<file path="config.mk">
export PLATFORM = sky130hd
export DESIGN_NAME = integer_text_parser_unit
export DESIGN_NICKNAME = d
export VERILOG_FILES = /design/src/design/itp_pkg.sv /design/src/design/itp_datapath.sv /design/src/design/itp_controller.sv /design/src/design/integer_text_parser_unit.sv
export SDC_FILE = /design/constraint.sdc
export NUM_CORES = 1
export LEC_CHECK = 0
export BUFFER_PORTS_ARGS = -buffer_cell sky130_fd_sc_hd__buf_2
export CAP_MARGIN = 20
export CORE_ASPECT_RATIO = 1.25
export CORE_MARGIN = 2
export CORE_UTILIZATION = 45
export CTS_CLUSTER_SIZE = 12
export DETAILED_ROUTE_END_ITERATION = 7
export PLACE_DENSITY = 0.75
export SLEW_MARGIN = 20
export SYNTH_ARGS = -nofsm -noshare
export SYNTH_HDL_FRONTEND = slang
export SYNTH_SLANG_ARGS = --single-unit
</file>
<file path="constraint.sdc">
create_clock -name clk -period 8.8 [get_ports clk]
set_input_delay 2.64 -clock clk [delete_from_list [all_inputs] [get_ports clk]]
set_output_delay 2.64 -clock clk [all_outputs]
set_load 0.01 [all_outputs]
</file>
<file path="src/design/itp_pkg.sv">
// Shared types and constants for the integer text parser.
// The controller and the datapath both use this package; it depends on nothing else.
`default_nettype none

package itp_pkg;

    // Fixed field widths.
    localparam int CHAR_WIDTH   = 8;
    localparam int VALUE_WIDTH  = 64;
    localparam int OFFSET_WIDTH = 16;
    localparam int STATUS_WIDTH = 2;
    localparam int RADIX_WIDTH  = 6;

    // Radix limits and fixed radixes.
    localparam logic [RADIX_WIDTH-1:0] RADIX_MAX   = 6'd36;
    localparam logic [RADIX_WIDTH-1:0] RADIX_TEN   = 6'd10;
    localparam logic [RADIX_WIDTH-1:0] RADIX_EIGHT = 6'd8;
    localparam logic [RADIX_WIDTH-1:0] RADIX_HEX   = 6'd16;
    localparam logic [RADIX_WIDTH-1:0] RADIX_AUTO  = 6'd0;
    localparam logic [RADIX_WIDTH-1:0] RADIX_ONE   = 6'd1;

    // Result status codes.
    localparam logic [STATUS_WIDTH-1:0] STATUS_OK      = 2'd0;
    localparam logic [STATUS_WIDTH-1:0] STATUS_RANGE   = 2'd1;
    localparam logic [STATUS_WIDTH-1:0] STATUS_BADBASE = 2'd2;

    // Character codes.
    localparam logic [CHAR_WIDTH-1:0] CH_SPACE = 8'h20;
    localparam logic [CHAR_WIDTH-1:0] CH_TAB   = 8'h09;
    localparam logic [CHAR_WIDTH-1:0] CH_CR    = 8'h0D;
    localparam logic [CHAR_WIDTH-1:0] CH_PLUS  = 8'h2B;
    localparam logic [CHAR_WIDTH-1:0] CH_MINUS = 8'h2D;
    localparam logic [CHAR_WIDTH-1:0] CH_ZERO  = 8'h30;
    localparam logic [CHAR_WIDTH-1:0] CH_NINE  = 8'h39;
    localparam logic [CHAR_WIDTH-1:0] CH_LA    = 8'h61;
    localparam logic [CHAR_WIDTH-1:0] CH_LZ    = 8'h7A;
    localparam logic [CHAR_WIDTH-1:0] CH_UA    = 8'h41;
    localparam logic [CHAR_WIDTH-1:0] CH_UZ    = 8'h5A;
    localparam logic [CHAR_WIDTH-1:0] CH_LX    = 8'h78;
    localparam logic [CHAR_WIDTH-1:0] CH_UX    = 8'h58;

    // Digit value given to a character that is no digit at all.
    localparam logic [RADIX_WIDTH-1:0] DIGIT_NONE = 6'd63;

    // Which radix the current request works under.
    typedef enum logic [1:0] {
        RSEL_KEEP  = 2'd0,
        RSEL_TEN   = 2'd1,
        RSEL_EIGHT = 2'd2,
        RSEL_HEX   = 2'd3
    } radix_sel_t;

    // What kind of result is loaded into the output register.
    typedef enum logic [1:0] {
        EMIT_VALUE   = 2'd0,
        EMIT_BADBASE = 2'd1
    } emit_kind_t;

    // Commands from the controller to the datapath.
    typedef struct packed {
        logic       step;
        logic       clear;
        logic       pos_inc;
        logic       load_sign;
        logic       take;
        logic       mark_taken;
        radix_sel_t radix_sel;
        logic       emit;
        emit_kind_t emit_kind;
    } cmd_t;

    // Status from the datapath to the controller.
    typedef struct packed {
        logic pos_zero;
        logic base_invalid;
        logic radix_auto;
        logic radix_hex;
        logic is_space;
        logic is_sign;
        logic is_zero;
        logic is_x;
        logic lt_now;
        logic lt_ten;
        logic lt_eight;
    } stat_t;

endpackage

`default_nettype wire

</file>
<file path="src/design/itp_datapath.sv">
// Datapath of the integer text parser: base register, accumulator with
// multiply-add and overflow check, position counter and output payload.
// Depends on itp_pkg.
`default_nettype none

module itp_datapath #(
    parameter int POSITION_WIDTH = 16
) (
    input  wire logic                               clk,
    input  wire logic                               rst_n,
    input  wire logic                               cfg_valid,
    input  wire logic [itp_pkg::RADIX_WIDTH-1:0]    number_base,
    input  wire logic [itp_pkg::CHAR_WIDTH-1:0]     char_code,
    input  wire itp_pkg::cmd_t                      cmd,
    output itp_pkg::stat_t                          stat,
    output logic [itp_pkg::VALUE_WIDTH-1:0]         parsed_value,
    output logic [itp_pkg::OFFSET_WIDTH-1:0]        end_offset,
    output logic [itp_pkg::STATUS_WIDTH-1:0]        status
);
    import itp_pkg::*;

    localparam int PROD_WIDTH = VALUE_WIDTH + RADIX_WIDTH;

    logic [RADIX_WIDTH-1:0]    base_reg;
    logic [RADIX_WIDTH-1:0]    eff_reg;
    logic [VALUE_WIDTH-1:0]    acc_reg;
    logic                      sat_reg;
    logic                      taken_reg;
    logic                      minus_reg;
    logic [POSITION_WIDTH-1:0] pos_reg;

    logic [VALUE_WIDTH-1:0]    value_reg;
    logic [OFFSET_WIDTH-1:0]   offset_reg;
    logic [STATUS_WIDTH-1:0]   status_reg;

    logic [RADIX_WIDTH-1:0]    radix_now;
    logic [RADIX_WIDTH-1:0]    radix_step;
    logic [RADIX_WIDTH-1:0]    radix_now_g;
    logic [RADIX_WIDTH-1:0]    radix_mul;
    logic [RADIX_WIDTH-1:0]    digit;
    logic [PROD_WIDTH-1:0]     prod;
    logic                      overflow;
    logic [31:0]               pos_wide;
    logic                      taken_now;

    // A radix outside 2..36 falls back to ten for digit tests.
    function automatic logic [RADIX_WIDTH-1:0] guard_radix(input logic [RADIX_WIDTH-1:0] r);
        logic bad;
        bad = (r < 6'd2) || (r > RADIX_MAX);
        return bad ? RADIX_TEN : r;
    endfunction

    // Digit value of a character, or the no-digit code.
    function automatic logic [RADIX_WIDTH-1:0] digit_of(input logic [CHAR_WIDTH-1:0] c);
        logic [CHAR_WIDTH-1:0] t;
        t = '0;
        if (c >= CH_ZERO && c <= CH_NINE) begin
            t = c - CH_ZERO;
        end else if (c >= CH_LA && c <= CH_LZ) begin
            t = c - CH_LA + 8'd10;
        end else if (c >= CH_UA && c <= CH_UZ) begin
            t = c - CH_UA + 8'd10;
        end else begin
            t = {2'b00, DIGIT_NONE};
        end
        return t[RADIX_WIDTH-1:0];
    endfunction

    // The base register is sampled on the first character of each string.
    assign radix_now   = stat.pos_zero ? base_reg : eff_reg;
    assign radix_now_g = guard_radix(radix_now);
    assign digit       = digit_of(char_code);

    always_comb
    begin
        case (cmd.radix_sel)
            RSEL_TEN:   radix_step = RADIX_TEN;
            RSEL_EIGHT: radix_step = RADIX_EIGHT;
            RSEL_HEX:   radix_step = RADIX_HEX;
            default:    radix_step = radix_now;
        endcase
    end

    assign radix_mul = guard_radix(radix_step);

    // Status toward the controller.
    always_comb
    begin
        stat.pos_zero     = (pos_reg == '0);
        stat.base_invalid = (base_reg == RADIX_ONE) || (base_reg > RADIX_MAX);
        stat.radix_auto   = (radix_now == RADIX_AUTO);
        stat.radix_hex    = (radix_now == RADIX_HEX);
        stat.is_space     = (char_code == CH_SPACE) ||
                            ((char_code >= CH_TAB) && (char_code <= CH_CR));
        stat.is_sign      = (char_code == CH_PLUS) || (char_code == CH_MINUS);
        stat.is_zero      = (char_code == CH_ZERO);
        stat.is_x         = (char_code == CH_LX) || (char_code == CH_UX);
        stat.lt_now       = (digit < radix_now_g);
        stat.lt_ten       = (digit < RADIX_TEN);
        stat.lt_eight     = (digit < RADIX_EIGHT);
    end

    // Multiply-add; any bit above the value width means overflow.
    assign prod     = acc_reg * radix_mul + {{VALUE_WIDTH{1'b0}}, digit};
    assign overflow = |prod[PROD_WIDTH-1:VALUE_WIDTH];

    // Base register written by the configuration port.
    always_ff @(posedge clk or negedge rst_n)
    begin
        if (!rst_n) begin
            base_reg <= RADIX_AUTO;
        end else if (cfg_valid) begin
            base_reg <= number_base;
        end
    end

    // Per-string parse state.
    always_ff @(posedge clk or negedge rst_n)
    begin
        if (!rst_n) begin
            eff_reg   <= RADIX_AUTO;
            acc_reg   <= '0;
            sat_reg   <= 1'b0;
            taken_reg <= 1'b0;
            minus_reg <= 1'b0;
            pos_reg   <= '0;
        end else if (cmd.step) begin
            if (cmd.clear) begin
                eff_reg   <= RADIX_AUTO;
                acc_reg   <= '0;
                sat_reg   <= 1'b0;
                taken_reg <= 1'b0;
                minus_reg <= 1'b0;
                pos_reg   <= '0;
            end else begin
                eff_reg <= radix_step;
                if (cmd.load_sign) begin
                    minus_reg <= (char_code == CH_MINUS);
                end
                if (cmd.mark_taken || cmd.take) begin
                    taken_reg <= 1'b1;
                end
                if (cmd.take && !sat_reg) begin
                    if (overflow) begin
                        sat_reg <= 1'b1;
                        acc_reg <= '1;
                    end else begin
                        acc_reg <= prod[VALUE_WIDTH-1:0];
                    end
                end
                if (cmd.pos_inc && (pos_reg != '1)) begin
                    pos_reg <= pos_reg + 1'b1;
                end
            end
        end
    end

    // End offset is the low bits of the position counter.
    always_comb
    begin
        pos_wide = '0;
        pos_wide[POSITION_WIDTH-1:0] = pos_reg;
    end

    assign taken_now = taken_reg || cmd.mark_taken;

    // Output payload register.
    always_ff @(posedge clk)
    begin
        if (cmd.step && cmd.emit) begin
            if (cmd.emit_kind == EMIT_BADBASE) begin
                value_reg  <= '0;
                offset_reg <= '0;
                status_reg <= STATUS_BADBASE;
            end else if (!taken_now) begin
                value_reg  <= '0;
                offset_reg <= '0;
                status_reg <= STATUS_OK;
            end else if (sat_reg) begin
                value_reg  <= '1;
                offset_reg <= pos_wide[OFFSET_WIDTH-1:0];
                status_reg <= STATUS_RANGE;
            end else begin
                value_reg  <= minus_reg ? ('0 - acc_reg) : acc_reg;
                offset_reg <= pos_wide[OFFSET_WIDTH-1:0];
                status_reg <= STATUS_OK;
            end
        end
    end

    assign parsed_value = value_reg;
    assign end_offset   = offset_reg;
    assign status       = status_reg;

    // A saturated accumulator holds all ones.
    a_sat_all_ones: assert property (@(posedge clk) disable iff (!rst_n)
        sat_reg |-> (acc_reg == '1))
        else $error("saturated accumulator is not all ones");

    // The accumulator moves only once a digit has been taken.
    a_acc_zero_untaken: assert property (@(posedge clk) disable iff (!rst_n)
        !taken_reg |-> (acc_reg == '0))
        else $error("accumulator nonzero before any digit");

endmodule

`default_nettype wire

</file>
<file path="src/design/itp_controller.sv">
// Controller of the integer text parser: parse phase state machine,
// output valid flag and input ready. Depends on itp_pkg.
`default_nettype none

module itp_controller (
    input  wire logic           clk,
    input  wire logic           rst_n,
    input  wire logic           in_valid,
    output logic                in_ready,
    output logic                out_valid,
    input  wire logic           out_ready,
    input  wire itp_pkg::stat_t stat,
    output itp_pkg::cmd_t       cmd
);
    import itp_pkg::*;

    typedef enum logic [4:0] {
        ST_SKIP   = 5'b00001,
        ST_SIGN   = 5'b00010,
        ST_ZERO   = 5'b00100,
        ST_HEX    = 5'b01000,
        ST_DIGITS = 5'b10000
    } phase_t;

    phase_t phase_reg;
    phase_t phase_next;
    logic   out_valid_reg;
    logic   out_valid_next;
    logic   step;

    // A new character is taken whenever the output register is free or drains.
    assign in_ready = !out_valid_reg || out_ready;
    assign step     = in_valid && in_ready;

    // Decode of one character against the current phase.
    always_comb
    begin
        logic first_char;
        logic digit_ok;
        first_char = 1'b0;
        digit_ok   = 1'b0;

        phase_next    = phase_reg;
        cmd           = '0;
        cmd.step      = step;
        cmd.radix_sel = RSEL_KEEP;
        cmd.emit_kind = EMIT_VALUE;

        if ((phase_reg == ST_SKIP) && stat.pos_zero && stat.base_invalid) begin
            cmd.emit      = 1'b1;
            cmd.emit_kind = EMIT_BADBASE;
            cmd.clear     = 1'b1;
            phase_next    = ST_SKIP;
        end else begin
            unique case (phase_reg)
                ST_SKIP:
                begin
                    if (stat.is_space) begin
                        cmd.pos_inc = 1'b1;
                    end else if (stat.is_sign) begin
                        cmd.load_sign = 1'b1;
                        cmd.pos_inc   = 1'b1;
                        phase_next    = ST_SIGN;
                    end else begin
                        first_char = 1'b1;
                    end
                end
                ST_SIGN:
                begin
                    first_char = 1'b1;
                end
                ST_ZERO:
                begin
                    if (stat.is_x) begin
                        cmd.radix_sel = RSEL_HEX;
                        cmd.pos_inc   = 1'b1;
                        phase_next    = ST_HEX;
                    end else begin
                        cmd.radix_sel  = stat.radix_auto ? RSEL_EIGHT : RSEL_KEEP;
                        cmd.mark_taken = 1'b1;
                        phase_next     = ST_DIGITS;
                        digit_ok       = stat.radix_auto ? stat.lt_eight : stat.lt_now;
                    end
                end
                ST_HEX, ST_DIGITS:
                begin
                    phase_next = ST_DIGITS;
                    digit_ok   = stat.lt_now;
                end
                default:
                begin
                    phase_next = ST_SKIP;
                    cmd.clear  = 1'b1;
                end
            endcase

            // First character after white space and sign.
            if (first_char) begin
                if (stat.is_zero && (stat.radix_auto || stat.radix_hex)) begin
                    cmd.pos_inc = 1'b1;
                    phase_next  = ST_ZERO;
                end else begin
                    cmd.radix_sel = stat.radix_auto ? RSEL_TEN : RSEL_KEEP;
                    phase_next    = ST_DIGITS;
                    digit_ok      = stat.radix_auto ? stat.lt_ten : stat.lt_now;
                end
            end

            // Digit accepted or the string ends here.
            if (phase_next == ST_DIGITS) begin
                if (digit_ok) begin
                    cmd.take    = 1'b1;
                    cmd.pos_inc = 1'b1;
                end else begin
                    cmd.emit   = 1'b1;
                    cmd.clear  = 1'b1;
                    phase_next = ST_SKIP;
                end
            end
        end

        if (!step) begin
            phase_next = phase_reg;
        end
    end

    // Output valid flag of the result register.
    always_comb
    begin
        if (step && cmd.emit) begin
            out_valid_next = 1'b1;
        end else if (out_ready) begin
            out_valid_next = 1'b0;
        end else begin
            out_valid_next = out_valid_reg;
        end
    end

    always_ff @(posedge clk or negedge rst_n)
    begin
        if (!rst_n) begin
            phase_reg     <= ST_SKIP;
            out_valid_reg <= 1'b0;
        end else begin
            phase_reg     <= phase_next;
            out_valid_reg <= out_valid_next;
        end
    end

    assign out_valid = out_valid_reg;

    // Every result closes its string and returns to white space skipping.
    a_emit_back_to_skip: assert property (@(posedge clk) disable iff (!rst_n)
        (step && cmd.emit) |=> (phase_reg == ST_SKIP))
        else $error("phase did not return to skip after a result");

    // A result always loads the output register as valid.
    a_emit_sets_valid: assert property (@(posedge clk) disable iff (!rst_n)
        (step && cmd.emit) |=> out_valid_reg)
        else $error("result produced without output valid");

endmodule

`default_nettype wire

</file>
<file path="src/design/integer_text_parser_unit.sv">
// Integer text parser: streaming unsigned 64-bit parse of text characters.
// Top level; instantiates itp_controller and itp_datapath, uses itp_pkg.
//
// Usage:
//   Characters arrive one per request on in_valid/in_ready/char_code.
//   Each character is handled in the cycle it is accepted: white space,
//   sign, base prefix and digits update the parse state, and the first
//   character that is not accepted ends the string and loads one result
//   (parsed_value, end_offset, status) into the output register.
//   Results leave on out_valid/out_ready; out_valid rises in the cycle
//   after the ending character is taken. Throughput is one character per
//   cycle, set by the datapath's combinational 64-by-6-bit multiply-add.
//   When the receiver stalls with a result waiting, in_ready drops until
//   that result is taken; a character that ends no string is still taken
//   when the output register drains in the same cycle.
//   The base register is written over cfg_valid/cfg_ready/number_base,
//   which is always ready; it is sampled on the first character of a string.
//   Reset clears the base to automatic detection, the parse state and the
//   output valid flag; no clearing pass is needed.
`default_nettype none

module integer_text_parser_unit #(
    parameter int POSITION_WIDTH = 16
) (
    input  wire logic                            clk,
    input  wire logic                            rst_n,
    input  wire logic                            cfg_valid,
    output logic                                 cfg_ready,
    input  wire logic [itp_pkg::RADIX_WIDTH-1:0] number_base,
    input  wire logic                            in_valid,
    output logic                                 in_ready,
    input  wire logic [itp_pkg::CHAR_WIDTH-1:0]  char_code,
    output logic                                 out_valid,
    input  wire logic                            out_ready,
    output logic [itp_pkg::VALUE_WIDTH-1:0]      parsed_value,
    output logic [itp_pkg::OFFSET_WIDTH-1:0]     end_offset,
    output logic [itp_pkg::STATUS_WIDTH-1:0]     status
);
    import itp_pkg::*;

    cmd_t  cmd;
    stat_t stat;

    // The base register takes a write in any cycle.
    assign cfg_ready = 1'b1;

    itp_controller u_controller (
        .clk       (clk),
        .rst_n     (rst_n),
        .in_valid  (in_valid),
        .in_ready  (in_ready),
        .out_valid (out_valid),
        .out_ready (out_ready),
        .stat      (stat),
        .cmd       (cmd)
    );

    itp_datapath #(
        .POSITION_WIDTH (POSITION_WIDTH)
    ) u_datapath (
        .clk          (clk),
        .rst_n        (rst_n),
        .cfg_valid    (cfg_valid),
        .number_base  (number_base),
        .char_code    (char_code),
        .cmd          (cmd),
        .stat         (stat),
        .parsed_value (parsed_value),
        .end_offset   (end_offset),
        .status       (status)
    );

endmodule

`default_nettype wire
</file>
==> results.yml <==
worst_setup_path:
  rrSetupSlack_ns: -0.46
  critPathMaxFanout: 21
  worst-endpoint-arrival_ns: 10.60
  worst_r2r_path_depth: 39
  crit_path_frequent_cell: "sky130_fd_sc_hd__buf_4"
  largest_delay_share_family_worst_path: "adder cells"
  path_class: "primary input to register"
  critical-path-max-stage-delay_ns: 0.61
  rr_endpoint: "u_datapath.acc_reg[39]"
  critical_r2r_launch: "u_datapath.pos_reg[1]"
  cp.buffers_inverters: 11
  startpoint_type: "primary input"
  crit_required_ns: 9.12
  critPathCaptureType: "register"
  critical-path-slowest-cell: "sky130_fd_sc_hd__fa_2"
cts:
  cts_max_level: 4
  clockRootBuffer: "sky130_fd_sc_hd__clkbuf_16"
  cts-buffers-inserted: 17
  clk-insertion-delay-late_ns: 0.47
  clock_sinks: 183
  cts.clk_slew.worst_paths_ns: 0.08
  tritoncts: "yes"
  clockBufferDepth: 2
placement:
  place.gp.congestion: 0.9589
  placement.setup.worst_slack_ns: -2.010
  dp_cells: 3401
  place.detailed.hpwl_um: 52000
  port_buffers: 102
floorplan:
  num_rows: 92
  io_pins: 104
  fp.dieArea_um2: 52830
  floorplan.die.height_um: 256.5
  start_util_pct: 45.52
  core_area_um2: 50420
  floorplan.die.width_um: 206.0
pwr:
  pwr_density_cell_nw_per_um2: 453.7
  intPower_mw: 6.620
  static_leakage_power_nw: 13.16
  pwr-share-comb_pct: 82.5
  p_sw_mw: 6.596
  power_frac_clock_pct: 6.5
  worst_ir_drop_vdd_mv: 0.3488
  power_frac_seq_pct: 11.0
  switching_part_of_the_total_power_pct: 49.91
sta:
  post-route-period-util_pct: 116.8
  finalMaxSlewViolations: 0
  timing.fmax_ghz: 0.09726
  worst_slew_pin_slew_ns: 0.9391
  finalHoldViolCount: 0
  rsz_0062_raised_after_global_routing: "yes"
  setup_viol: 65
  slew_headroom_pct: 37.40
  timing.final.crit_period_ns: 10.28
  final.setup_skew_ns: 0.01591
  setup_tns_ns: -92.67
  layout_setup_ws_ns: -1.482
synth:
  synth_cell_type_count: 88
  ys_async_sr_fraction_pct: 55.19
  ys.flop_type: "sky130_fd_sc_hd__dfrtp_1"
  synth_cells: 2477
  synth.cell_area_um2: 22950
  netlist_top_cells_count: "sky130_fd_sc_hd__and2_1 (380), sky130_fd_sc_hd__a21oi_1 (257), sky130_fd_sc_hd__fa_1 (252)"
  post-synth-top-count-cell: "sky130_fd_sc_hd__and2_1"
  netlist.area_leader.share_pct: 21.98
  synth.net_count: 2914
  synthesis.yosys.warnings: 0
  yosysSeqAreaShare_pct: 21.75
  yosys.area.top_type: "sky130_fd_sc_hd__fa_1"
  postSynthAreaPerCell_um2: 9.265
  synth_enable_flop_cells: 82
  synth-seq-cells: 183
  synth.area.top_cells: "sky130_fd_sc_hd__fa_1 (22%), sky130_fd_sc_hd__dfrtp_1 (11%), sky130_fd_sc_hd__edfxtp_1 (11%)"
finish:
  antenna_cells: 0
  final_layout_size_suffix_gt1_share_pct: 26.59
  area.growth.synth_to_final_pct: 26.93
  finish.utilization_pct: 57.78
  layout.cells.non_filler: 3486
  final_layout_net_count: 3252
  nFillCells: 4008
worst_hold_path:
  min-delay-path-class: "register to register"
  whs_path_depth: 2
  worstHoldEndpoint: "u_datapath.eff_reg[0]"
  min_from: "u_datapath.eff_reg[0]"
drt:
  first_pass_iters: 5
  totalWireLength_um: 73480
  antenna_violating_nets_left: 0
  route.vias.total: 21010
  drt-wirelength-per-cell_um: 21.08
  via_per_inst: 6.027
  drcViolationCount: 0
  first_iter_violations: 1691
grt:
  antenna_found_initial: 1
  gr-total-overflow: 0
  via_count_of_the_first_global_routing_pass: 22420
  grt_first_pass_wirelength_um: 118200
  pin_count_of_the_biggest_net_entering_global_routing: 130
  grt.total_usage_pct: 28.25
flow_run:
  max-cap-violations: 0
run_status:
  status: "finished with violations"
  violations: "setup timing"
-- power by group through the flow --
stage	logic [mW]	registers, mW	clock network (mW)
5_1_grt	11.7	1.47	0.898
2_1_floorplan	5.50	1.34	0
6_report	10.9	1.45	0.864
3_5_place_dp	8.56	1.45	0
3_3_place_gp	8.29	1.44	0
4_1_cts	10.3	1.43	0.867
-- timing repair --
action	4_1_cts	5_1_grt
pin swaps	67	62
resized for setup	145	72
hold buffers	0	0
setup buffers	34	12
setup endpoints to repair	65	65
gates cloned	11	3
-- logic make-up after synthesis --
logic type | Yosys count | synth area share, %
AND/OR/NAND/NOR | 835 | 20.34
AO/OA/AOI/OAI | 608 | 16.20
adder cells (fa/ha/maj) | 418 | 31.03
buffers and inverters | 284 | 4.858
flip-flops | 183 | 21.75
XOR/XNOR | 129 | 4.923
multiplexers | 19 | 0.8778
other | 1 | 0.01634
-- area by class of cell --
type,count,area [µm²],area share [%]
Clock inverter,14,196.4,0.6743
Tap cell,658,823.3,2.826
Clock buffer,18,450.4,1.546
Inverter,96,384.1,1.319
Timing Repair Buffer,507,4168,14.31
Sequential cell,183,4992,17.14
Multi-Input combinational cell,2010,18120,62.19
-- per-layer routing --
metal	vias up	part of all wire [%]	GRT usage (%)
met4	2	6.4	17.18
met2	1032	50	49.06
met5	-	0.020	0
met3	300	6.8	3.826
met1	10380	36	32.77
li1	9301	-	-
-- worst max path at each step --
stage / startpoint / endpoint / cells past startpoint
6_report: char_code[2] / u_datapath.acc_reg[39] / 34
5_1_grt: char_code[0] / u_datapath.acc_reg[7] / 36
4_1_cts: char_code[1] / u_datapath.acc_reg[61] / 39
3_5_place_dp: char_code[1] / u_datapath.acc_reg[48] / 36
3_3_place_gp: char_code[1] / u_datapath.acc_reg[51] / 37
2_1_floorplan: char_code[1] / u_datapath.acc_reg[20] / 33
-- worst register-to-register path, delay by kind of cell (launching register included) --
family	cells	cell delay (ns)
DFF	1	0.39
AOI/OAI and AO/OA	9	1.92
buffers and inverters	13	2.07
muxes	2	0.57
adders and majority gates	7	2.50
and+or+nand+nor	8	1.71
-- per-stage QoR --
step / hold WS, ns / area [µm²] / total power, mW
after detailed placement: 0.5053 / 26680 / 10.01
final: 0.5233 / 29130 / 13.22
after CTS: 0.5228 / 28680 / 12.59
after global routing: 0.5578 / 29130 / 14.09
after floorplan: 0.4651 / 23390 / 6.844
after global placement: 0.5091 / 26680 / 9.724
-- cells in the final DEF, fill, tap and decap left out, types with 10 or more instances in the layout --
| cell type | n |
|---|---|
| sky130_fd_sc_hd__or3_1 | 15 |
| sky130_fd_sc_hd__nand2_1 | 131 |
| sky130_fd_sc_hd__xor2_1 | 84 |
| sky130_fd_sc_hd__o21bai_1 | 19 |
| sky130_fd_sc_hd__o21ai_1 | 11 |
| sky130_fd_sc_hd__o21ai_0 | 70 |
| sky130_fd_sc_hd__edfxtp_1 | 82 |
| sky130_fd_sc_hd__inv_1 | 83 |
| sky130_fd_sc_hd__a21o_1 | 20 |
| sky130_fd_sc_hd__xnor2_1 | 45 |
| sky130_fd_sc_hd__dfrtp_1 | 99 |
| sky130_fd_sc_hd__a21oi_2 | 13 |
| sky130_fd_sc_hd__nand2b_1 | 10 |
| sky130_fd_sc_hd__nor4_1 | 13 |
| sky130_fd_sc_hd__buf_4 | 356 |
| sky130_fd_sc_hd__ha_1 | 107 |
| sky130_fd_sc_hd__o31ai_1 | 36 |
| sky130_fd_sc_hd__nand3_1 | 32 |
| sky130_fd_sc_hd__buf_6 | 15 |
| sky130_fd_sc_hd__ha_4 | 54 |
| sky130_fd_sc_hd__nor3_1 | 31 |
| sky130_fd_sc_hd__fa_1 | 246 |
| sky130_fd_sc_hd__o211ai_1 | 14 |
| sky130_fd_sc_hd__and2_4 | 13 |
| sky130_fd_sc_hd__clkbuf_16 | 21 |
| sky130_fd_sc_hd__a21oi_1 | 242 |
| sky130_fd_sc_hd__a31oi_1 | 69 |
| sky130_fd_sc_hd__buf_12 | 24 |
| sky130_fd_sc_hd__o21a_1 | 17 |
| sky130_fd_sc_hd__buf_2 | 97 |
| sky130_fd_sc_hd__nor2_1 | 85 |
| sky130_fd_sc_hd__o41ai_1 | 10 |
| sky130_fd_sc_hd__mux2i_1 | 10 |
| sky130_fd_sc_hd__and2_1 | 367 |
| sky130_fd_sc_hd__nand4_1 | 41 |
Note: power is estimated with default switching activity, not from simulation.
